--- config.mk ---
export PLATFORM = sky130hd
export DESIGN_NAME = round_robin_thread_scheduler_top
export DESIGN_NICKNAME = d
export VERILOG_FILES = /design/src/hw/rtl/rr_sched_pkg.sv /design/src/hw/rtl/round_robin_thread_scheduler_top.sv /design/src/hw/rtl/rr_sched_cell.sv
export SDC_FILE = /design/constraint.sdc
export NUM_CORES = 1
export LEC_CHECK = 0
export ABC_AREA = 1
export BUFFER_PORTS_ARGS = -buffer_cell sky130_fd_sc_hd__buf_2
export CAP_MARGIN = 20
export CORE_UTILIZATION = 46
export DETAILED_ROUTE_END_ITERATION = 10
export PLACE_DENSITY_LB_ADDON = 0.08
export RECOVER_POWER = 25
export SETUP_SLACK_MARGIN = 0.02
export SLEW_MARGIN = 20
export SYNTH_ARGS = -nofsm -noshare
export SYNTH_HDL_FRONTEND = slang
export SYNTH_SLANG_ARGS = --single-unit
--- constraint.sdc ---
create_clock -name clk -period 4.5 [get_ports clk]
set_input_delay 0.675 -clock clk [delete_from_list [all_inputs] [get_ports clk]]
set_output_delay 0.675 -clock clk [all_outputs]
set_load 0.01 [all_outputs]
--- src/hw/rtl/rr_sched_pkg.sv ---
// shared types and codes for the round robin thread scheduler
`timescale 1ns / 1ps

package rr_sched_pkg;

  // request operation codes as carried in the func field
  typedef enum logic [2:0] {
    FN_CREATE  = 3'd0,
    FN_TICK    = 3'd1,
    FN_SCHED   = 3'd2,
    FN_BLOCK   = 3'd3,
    FN_UNBLOCK = 3'd4,
    FN_DELAY   = 3'd5
  } func_t;

  // thread status held in each cell
  typedef enum logic [1:0] {
    ST_READY    = 2'd0,
    ST_BLOCKED  = 2'd1,
    ST_SLEEPING = 2'd2
  } thread_st_t;

  // command broadcast to every cell
  typedef enum logic [2:0] {
    OP_NONE,
    OP_CREATE,
    OP_TICK,
    OP_BLOCK,
    OP_DELAY,
    OP_UNBLOCK,
    OP_SCHED
  } cell_op_t;

  // controller sequence states
  typedef enum logic [1:0] {
    S_IDLE,
    S_SCAN,
    S_DONE
  } sched_state_t;

  typedef struct packed {
    cell_op_t    op;
    logic [7:0]  sem;
    logic [31:0] wake;
    logic [31:0] clock;
    logic        last_move;
  } cell_cmd_t;

  typedef struct packed {
    logic tok;
    logic hit;
    logic fwd;
    logic wrap;
  } cell_rsp_t;

  localparam int unsigned IN_W  = 48;
  localparam int unsigned OUT_W = 48;

endpackage

--- src/hw/rtl/round_robin_thread_scheduler_top.sv ---
// round robin thread scheduler: request sequencer and the chain of thread slots
//
//  channel | direction | handshake         | payload
//  in_     | request   | tvalid/tready     | func, sem_id, delay_ms
//  out_    | result    | tvalid/tready     | current_thread, current_valid, ok,
//          |           |                   | threads_used, time_now
//
// create, tick, block, delay and unused codes go from idle straight to done;
// schedule and unblock first scan, the token visiting at most as many slots as
// there are created threads, as the token walks the slot chain one cell a cycle.
// rst_n is synchronous; slot contents are not reset, only the control state.
// a new request is taken while an earlier result still waits on out_tready;
// the result of that request is held back until the output register frees.
`timescale 1ns / 1ps

module round_robin_thread_scheduler_top #(
  parameter int unsigned NUM_THREADS = 8
) (
  input  logic                            clk,
  input  logic                            rst_n,
  input  logic                            in_tvalid,
  output logic                            in_tready,
  // [2:0] func, [10:3] sem_id, [42:11] delay_ms, [47:43] zero
  input  logic [rr_sched_pkg::IN_W-1:0]   in_tdata,
  output logic                            out_tvalid,
  input  logic                            out_tready,
  // [2:0] current_thread, [3] current_valid, [4] ok, [8:5] threads_used,
  // [40:9] time_now, [47:41] zero
  output logic [rr_sched_pkg::OUT_W-1:0]  out_tdata
);

  localparam int unsigned CW = $clog2(NUM_THREADS + 1);
  localparam int unsigned IW = (NUM_THREADS > 1) ? $clog2(NUM_THREADS) : 1;

  rr_sched_pkg::sched_state_t state_r, state_nxt;
  rr_sched_pkg::cell_op_t     op_r, op_nxt;
  rr_sched_pkg::cell_cmd_t    cmd;
  rr_sched_pkg::cell_rsp_t    rsp [NUM_THREADS];

  logic [CW-1:0]  count_r, count_nxt;
  logic [CW-1:0]  moves_r, moves_nxt;
  logic [IW-1:0]  cur_r, cur_nxt;
  logic [31:0]    clock_r, clock_nxt;
  logic           ok_r, ok_nxt;
  logic           out_valid_r;
  logic [rr_sched_pkg::OUT_W-1:0] out_data_r;
  logic           load_out;

  logic           in_fire;
  logic [2:0]     func;
  logic [7:0]     sem_id;
  logic [31:0]    delay_ms;

  logic [NUM_THREADS-1:0] hit_v, fwd_v, wrap_v, tok_v, inj_v, sel_v;
  logic [IW-1:0]  hit_idx;
  logic [CW-1:0]  cur_inc;
  logic [IW-1:0]  start_idx;
  logic           inj_sched, inj_unblk;
  logic [2:0]     cur3;

  assign func     = in_tdata[2:0];
  assign sem_id   = in_tdata[10:3];
  assign delay_ms = in_tdata[42:11];
  assign in_tready = (state_r == rr_sched_pkg::S_IDLE);
  assign in_fire   = in_tvalid && in_tready;

  // round robin successor of the current thread
  assign cur_inc   = CW'(cur_r) + CW'(1);
  assign start_idx = (cur_inc >= count_r) ? IW'(0) : IW'(cur_inc);

  // index of the slot that stops the token
  always_comb begin
    hit_idx = '0;
    for (int i = 0; i < NUM_THREADS; i++) begin
      if (hit_v[i]) hit_idx = hit_idx | IW'(i);
    end
  end

  // sequencer: next state, slot command and token injection
  always_comb begin
    state_nxt     = state_r;
    op_nxt        = op_r;
    count_nxt     = count_r;
    moves_nxt     = moves_r;
    cur_nxt       = cur_r;
    clock_nxt     = clock_r;
    ok_nxt        = ok_r;
    load_out      = 1'b0;
    inj_sched     = 1'b0;
    inj_unblk     = 1'b0;
    cmd.op        = rr_sched_pkg::OP_NONE;
    cmd.sem       = sem_id;
    cmd.wake      = clock_r + delay_ms;
    cmd.clock     = clock_r + 32'd1;
    cmd.last_move = (moves_r == CW'(1));
    case (state_r)
      rr_sched_pkg::S_IDLE: begin
        if (in_fire) begin
          ok_nxt    = 1'b0;
          state_nxt = rr_sched_pkg::S_DONE;
          case (func)
            rr_sched_pkg::FN_CREATE: begin
              if (count_r < CW'(NUM_THREADS)) begin
                cmd.op    = rr_sched_pkg::OP_CREATE;
                count_nxt = count_r + CW'(1);
                ok_nxt    = 1'b1;
                if (count_r == '0) cur_nxt = '0;
              end
            end
            rr_sched_pkg::FN_TICK: begin
              cmd.op    = rr_sched_pkg::OP_TICK;
              clock_nxt = clock_r + 32'd1;
            end
            rr_sched_pkg::FN_SCHED: begin
              if (count_r != '0) begin
                inj_sched = 1'b1;
                moves_nxt = count_r;
                op_nxt    = rr_sched_pkg::OP_SCHED;
                state_nxt = rr_sched_pkg::S_SCAN;
              end
            end
            rr_sched_pkg::FN_BLOCK: begin
              if (count_r != '0) cmd.op = rr_sched_pkg::OP_BLOCK;
            end
            rr_sched_pkg::FN_UNBLOCK: begin
              if (count_r != '0) begin
                inj_unblk = 1'b1;
                op_nxt    = rr_sched_pkg::OP_UNBLOCK;
                state_nxt = rr_sched_pkg::S_SCAN;
              end
            end
            rr_sched_pkg::FN_DELAY: begin
              if (count_r != '0) cmd.op = rr_sched_pkg::OP_DELAY;
            end
            default: begin
            end
          endcase
        end
      end
      rr_sched_pkg::S_SCAN: begin
        cmd.op    = op_r;
        cmd.sem   = '0;
        moves_nxt = moves_r - CW'(1);
        if (|hit_v) begin
          if (op_r == rr_sched_pkg::OP_SCHED) cur_nxt = hit_idx;
          else ok_nxt = 1'b1;
        end
        if (!(|fwd_v) && !(|wrap_v)) state_nxt = rr_sched_pkg::S_DONE;
      end
      rr_sched_pkg::S_DONE: begin
        if (!out_valid_r || out_tready) begin
          load_out  = 1'b1;
          state_nxt = rr_sched_pkg::S_IDLE;
        end
      end
      default: begin
        state_nxt = rr_sched_pkg::S_IDLE;
      end
    endcase
  end

  // semaphore for the unblock scan is held from the request
  logic [7:0] sem_r;
  always_ff @(posedge clk) begin
    if (in_fire) sem_r <= sem_id;
  end

  rr_sched_pkg::cell_cmd_t cell_cmd;
  always_comb begin
    cell_cmd = cmd;
    if (state_r == rr_sched_pkg::S_SCAN) cell_cmd.sem = sem_r;
  end

  // the slot chain: token moves one cell a cycle, wrapping at the last created thread on a schedule
  genvar g;
  generate
    for (g = 0; g < NUM_THREADS; g++) begin : g_cell
      logic tok_in;
      assign sel_v[g] = (cmd.op == rr_sched_pkg::OP_CREATE) ? (count_r == CW'(g))
                                                             : (cur_r == IW'(g));
      assign inj_v[g] = (inj_sched && start_idx == IW'(g)) || (inj_unblk && g == 0);
      if (g == 0) begin : g_head
        assign tok_in = inj_v[g] || (|wrap_v);
      end else begin : g_body
        assign tok_in = inj_v[g] || fwd_v[g-1];
      end

      rr_sched_cell u_cell (
        .clk     (clk),
        .rst_n   (rst_n),
        .cmd     (cell_cmd),
        .sel     (sel_v[g]),
        .created (CW'(g) < count_r),
        .is_last (CW'(g + 1) == count_r),
        .tok_in  (tok_in),
        .rsp     (rsp[g])
      );

      assign hit_v[g]  = rsp[g].hit;
      assign fwd_v[g]  = rsp[g].fwd;
      assign wrap_v[g] = rsp[g].wrap;
      assign tok_v[g]  = rsp[g].tok;
    end
  endgenerate

  // control registers
  always_ff @(posedge clk) begin
    if (!rst_n) begin
      state_r <= rr_sched_pkg::S_IDLE;
      op_r    <= rr_sched_pkg::OP_NONE;
      count_r <= '0;
      moves_r <= '0;
      cur_r   <= '0;
      clock_r <= '0;
      ok_r    <= 1'b0;
    end else begin
      state_r <= state_nxt;
      op_r    <= op_nxt;
      count_r <= count_nxt;
      moves_r <= moves_nxt;
      cur_r   <= cur_nxt;
      clock_r <= clock_nxt;
      ok_r    <= ok_nxt;
    end
  end

  // result register
  assign cur3 = 3'(cur_r);

  always_ff @(posedge clk) begin
    if (!rst_n) begin
      out_valid_r <= 1'b0;
    end else if (load_out) begin
      out_valid_r <= 1'b1;
    end else if (out_tready) begin
      out_valid_r <= 1'b0;
    end
  end

  always_ff @(posedge clk) begin
    if (load_out) begin
      out_data_r <= {7'd0, clock_r, 4'(count_r), ok_r, (count_r != '0), cur3};
    end
  end

  assign out_tvalid = out_valid_r;
  assign out_tdata  = out_data_r;

  // at most one slot holds the scan token
  a_tok_onehot: assert property (@(posedge clk) disable iff (!rst_n) $onehot0(tok_v))
    else $error("more than one scan token in the slot chain");

  // no token left in the chain once the sequencer is idle
  a_idle_no_tok: assert property (@(posedge clk) disable iff (!rst_n)
    (state_r == rr_sched_pkg::S_IDLE) |-> (tok_v == '0))
    else $error("scan token alive while idle");

  // current thread always names a created thread
  a_cur_in_range: assert property (@(posedge clk) disable iff (!rst_n)
    (count_r != '0) |-> (CW'(cur_r) < count_r))
    else $error("current thread beyond created threads");

  // thread count never passes the table size
  a_count_max: assert property (@(posedge clk) disable iff (!rst_n)
    count_r <= CW'(NUM_THREADS))
    else $error("thread count overflow");

endmodule

--- src/hw/rtl/rr_sched_cell.sv ---
// one thread slot of the scheduler chain, with the scan token it passes on
`timescale 1ns / 1ps

module rr_sched_cell (
  input  logic                    clk,
  input  logic                    rst_n,
  input  rr_sched_pkg::cell_cmd_t cmd,
  input  logic                    sel,      // this slot is the target of a write
  input  logic                    created,  // slot holds a created thread
  input  logic                    is_last,  // slot is the last created thread
  input  logic                    tok_in,   // token from the neighbour or injection
  output rr_sched_pkg::cell_rsp_t rsp
);

  rr_sched_pkg::thread_st_t st_r, st_nxt;
  logic [7:0]               sem_r, sem_nxt;
  logic [31:0]              wake_r, wake_nxt;
  logic                     tok_r;
  logic [31:0]              diff;
  logic                     parked;
  logic                     hit;
  logic                     pass;

  assign diff   = cmd.clock - wake_r;
  assign parked = (st_r == rr_sched_pkg::ST_BLOCKED) || (st_r == rr_sched_pkg::ST_SLEEPING);

  // token evaluation and slot update
  always_comb begin
    st_nxt   = st_r;
    sem_nxt  = sem_r;
    wake_nxt = wake_r;
    hit      = 1'b0;
    case (cmd.op)
      rr_sched_pkg::OP_CREATE: begin
        if (sel) begin
          st_nxt  = rr_sched_pkg::ST_READY;
          sem_nxt = 8'd0;
        end
      end
      rr_sched_pkg::OP_TICK: begin
        if (created && st_r == rr_sched_pkg::ST_SLEEPING && !diff[31]) begin
          st_nxt = rr_sched_pkg::ST_READY;
        end
      end
      rr_sched_pkg::OP_BLOCK: begin
        if (sel) begin
          st_nxt  = rr_sched_pkg::ST_BLOCKED;
          sem_nxt = cmd.sem;
        end
      end
      rr_sched_pkg::OP_DELAY: begin
        if (sel) begin
          st_nxt   = rr_sched_pkg::ST_SLEEPING;
          wake_nxt = cmd.wake;
        end
      end
      rr_sched_pkg::OP_UNBLOCK: begin
        hit = tok_r && created && st_r == rr_sched_pkg::ST_BLOCKED && sem_r == cmd.sem;
        if (hit) begin
          st_nxt  = rr_sched_pkg::ST_READY;
          sem_nxt = 8'd0;
        end
      end
      rr_sched_pkg::OP_SCHED: begin
        hit = tok_r && (!parked || cmd.last_move);
      end
      default: begin
      end
    endcase
  end

  assign pass     = tok_r && !hit &&
                    (cmd.op == rr_sched_pkg::OP_UNBLOCK || cmd.op == rr_sched_pkg::OP_SCHED);
  assign rsp.tok  = tok_r;
  assign rsp.hit  = hit;
  assign rsp.fwd  = pass && !is_last;
  assign rsp.wrap = pass && is_last && (cmd.op == rr_sched_pkg::OP_SCHED);

  // slot contents, written when a thread is created or parked, and when a tick or an unblock readies it
  always_ff @(posedge clk) begin
    st_r   <= st_nxt;
    sem_r  <= sem_nxt;
    wake_r <= wake_nxt;
  end

  // scan token
  always_ff @(posedge clk) begin
    if (!rst_n) begin
      tok_r <= 1'b0;
    end else begin
      tok_r <= tok_in;
    end
  end

endmodule

==> impl_results.rst <==
.. list-table::
   :header-rows: 1

   * - Metric
     - Value
   * - Number of global-route vias before repair
     - 19700
   * - Total power divided by cell area
     - 327 nW/um^2
   * - Total count of hold-check failures in the final report
     - 0
   * - Post-synthesis instance area
     - 25800 um^2
   * - H-tree depth
     - 2
   * - Maxcap violations
     - 1
   * - Worst setup path class
     - flop to flop
   * - Wire per inst
     - 20.4 um
   * - Clock tree from TritonCTS
     - yes
   * - Setup slack of the most critical reg-to-reg path
     - 0.34 ns
   * - Number of vias after detailed routing
     - 19800
   * - Switching share of power
     - 24.8%
   * - Maximum number of buffers from clock root to sink
     - 3
   * - Number of cells on the worst hold path
     - 1
   * - Die Span Y
     - 239 um
   * - Peak supply drop
     - 292 uV
   * - Final wirelength
     - 77.0 mm
   * - Pin count of the biggest net entering global routing
     - 34
   * - Setup violation total in the final timing report
     - 0
   * - Unrepaired setup endpoints after global routing
     - no
   * - Slew Viols, Final
     - 32
   * - Dominant cell type by area after synthesis
     - edfxtp_1
   * - Floorplan die width
     - 239 um
   * - Placeable core region
     - 55200 um^2
   * - # diodes
     - 0
   * - Synth top area cells
     - edfxtp_1 (45%), ha_1 (15%), inv_1 (7.7%)
   * - Detail Route Antenna Nets
     - 0
   * - Shortest clock period the worst path allows after layout
     - 4.16 ns
   * - Required arrival time at the worst endpoint
     - 4.82 ns
   * - Number of warnings printed during yosys synthesis
     - 0
   * - Critical Path AT
     - 4.48 ns
   * - Die Outline Area
     - 57000 um^2
   * - End of the worst register-to-register path
     - g_cell[6].u_cell.st_r[0]
   * - Final #Nets
     - 3345
   * - Capture endpoint of the worst hold path
     - sem_r[5]
   * - Placement row count
     - 86
   * - Starting DRC count in detailed routing
     - 1387
   * - Library cells used by synthesis
     - 57
   * - Register bit total from synthesis
     - 443
   * - Global Route Usage Sum
     - 27.4%
   * - Yosys top cell area share
     - 44.8%
   * - # port buffers
     - 89
   * - Violations in the final reports
     - max-capacitance violations, max-slew violations
   * - Number of DRC violations after detailed routing
     - 0
   * - RePlAce Congestion
     - 0.912
   * - Number of buffers inserted for hold repair after clock tree synthesis
     - 0
   * - Count of flip-flops with a built-in enable after synthesis
     - 385
   * - Layout cells sized above 1
     - 9.30%
   * - Max Freq
     - 0.240 GHz
   * - Skew-Pair Late Insertion Delay
     - 0.62 ns
   * - Number of sinks on the clock net
     - 443
   * - Path depth of the worst reg2reg path
     - 24
   * - Final cycle utilization of the critical path
     - 92.5%
   * - Launch point of the worst reg-to-reg path
     - clock_r[3]
   * - Syn Inst Count
     - 2744
   * - Share of synthesized registers carrying an async set or reset
     - 0%
   * - Transition at the pin with the smallest max-transition slack
     - 2.23 ns
   * - Net switching component of the power
     - 0.00240 W
   * - Maximum fanout encountered on the critical timing path
     - 5
   * - Gate power share
     - 8.8%
   * - Reg clk slew, reported paths
     - 0.06 ns
   * - Most frequent cell after synthesis
     - inv_1
   * - Most used flip-flop cell after synthesis
     - edfxtp_1
   * - Share of power burned in the clock network
     - 43.4%
   * - Result of the run
     - complete, but fails checks
   * - Most frequent cells after synthesis
     - inv_1 (528), nand2_1 (482), edfxtp_1 (385)
   * - Final setup skew
     - 0.0186 ns
   * - Setup Total Neg Slack
     - 0 ns
   * - Fin area
     - 29600 um^2
   * - Total CTS buffers
     - 50
   * - Part of the Yosys area used for sequential elements
     - 49.3%
   * - Internal cell power
     - 0.00728 W
   * - Avg Synthesized Cell Area
     - 9.40 um^2
   * - Sequential share of power
     - 47.8%
   * - Hold/Removal Path Class
     - input port to flop
   * - Power Total
     - 0.00968 W
   * - Total half-perimeter wirelength after legalization and detailed placement
     - 58.2 mm
   * - Worst Setup Start Kind
     - flop
   * - P&R area growth vs syn
     - 14.9%
   * - Type of element capturing the critical path
     - flop
   * - Aggregate global routing overflow
     - 0
   * - Antenna violations before repair
     - 1
   * - Root Buffer Master
     - clkbuf_16
   * - 1st-pass router iterations
     - 5
   * - I/O pin cnt
     - 102
   * - Average via count per standard cell
     - 5.23
   * - First-pass GRT wire length
     - 116 mm
   * - Hold Crit Start
     - in_tdata[8]
   * - Placed standard-cell area
     - 28000 um^2
   * - Starting utilization of the core area
     - 46.7%
   * - Worst max-slew margin expressed relative to the limit
     - -48.7%
   * - Static leakage power
     - 13.9 nW
[cell usage in the layout (no fill, tap or decap), types with 51 or more instances in the layout]
| cell | count |
|---|---|
| edfxtp_1 | 385 |
| nand3_1 | 120 |
| a21oi_1 | 220 |
| ha_1 | 302 |
| inv_1 | 520 |
| nand4_1 | 52 |
| nor2_1 | 190 |
| dfxtp_1 | 58 |
| clkbuf_16 | 51 |
| clkbuf_1 | 81 |
| o21ai_0 | 88 |
| nand2_1 | 482 |
| buf_4 | 106 |
[critical path: stages, from the launching register on]
cell and delay (ns):
dfxtp_1 0.39, nand2_1 0.09, nor2_1 0.13, nand2_2 0.13, nor2_2 0.15, nand3_1 0.15
nor3_2 0.24, nand4_1 0.17, nor2_2 0.19, nand3_2 0.15, nor2_2 0.15, xor2_1 0.22
inv_2 0.13, buf_4 0.18, ha_1 0.29, nand4_1 0.09, inv_1 0.09, nand2_1 0.07
nor3_1 0.26, o21ai_0 0.21, nand4_1 0.12, nand3_1 0.08, nand2_1 0.06, nand2_1 0.04
inv_1 0.09
[through the flow]
stage | util, % | cells | worst slack, ns | hold WS [ns]
floorplan | - | 2750 | 0.478 | 0.403
global placement | 50.7 | 3681 | 0.0151 | 0.467
detailed placement | 50.7 | 3681 | 0.00815 | 0.484
CTS | 53.7 | 3775 | 0.126 | 0.232
global route | 53.7 | 3779 | 0.0187 | 0.289
finish | 53.7 | 3779 | 0.339 | 0.293
[power by group through the flow]
stage | clock network, W | registers (W) | logic, W
after floorplan | 0 | 0.00472 | 0.000461
after global placement | 0 | 0.00471 | 0.000850
after detailed placement | 0 | 0.00471 | 0.000868
after CTS | 0.00427 | 0.00462 | 0.000873
after global routing | 0.00442 | 0.00463 | 0.000946
final | 0.00420 | 0.00462 | 0.000857
[what timing repair did]
action | in CTS | in global routing
pin swaps | 0 | 2
cloned | 0 | 0
setup buffers | 0 | 4
setup endpoints to repair | 2 | 16
gates resized for setup | 1 | 20
[final cells by class]
type	instances	area [um^2]
timing repair buffer	218	1310
fill	5076	25600
clock inverter	29	302
tap	748	936
clock buffer	65	1370
sequential	443	12700
inverter	537	2020
multi-input combinational	1739	11000
[flip-flops by register name (all words and copies together), names as in the netlist]
name                  count
g_cell.u_cell.tok_r       8
g_cell.u_cell.wake_r    256
g_cell.u_cell.sem_r      64
ok_r                      1
state_r                   2
sem_r                     8
out_tdata                41
cur3                      3
clock_r                  32
g_cell.u_cell.st_r       16
op_r                      3
count_r                   4
out_tvalid                1
moves_r                   4
[metal layers]
layer  global-route usage [%]  part of all wire (%)  wire length (um)
met5                        0                 0.014                11
met4                     11.3                   4.1              3160
met3                     3.12                   4.5              3500
met2                     47.2                    48             37100
met1                     34.9                    43             33200
[kinds of logic (layout without fill, tap and decap cells)]
group                      count (synthesis)  count (layout)  synth area share, %
and+or+nand+nor                          949             949                 16.0
buffers and inverters                    568             849                 8.55
DFF                                      443             443                 49.3
AOI/OAI and AO/OA                        418             418                 9.22
adders and majority gates                304             304                 14.8
xor gates and xnor gates                  61              61                 2.07
other                                      1               7               0.0145
[worst max path at each step]
stage | startpoint | to | slack, ns | cells after the start
floorplan | out_tready | out_tdata[0] | 0.48 | 2
global placement | clock_r[3] | g_cell[2].u_cell.st_r[0] | 0.02 | 23
detailed placement | clock_r[3] | g_cell[2].u_cell.st_r[0] | 0.008 | 23
CTS | clock_r[3] | g_cell[5].u_cell.st_r[0] | 0.13 | 21
global route | clock_r[3] | g_cell[2].u_cell.st_r[0] | 0.02 | 25
finish | clock_r[3] | g_cell[6].u_cell.st_r[0] | 0.34 | 24
No activity file was read; power rests on OpenSTA's default activity.
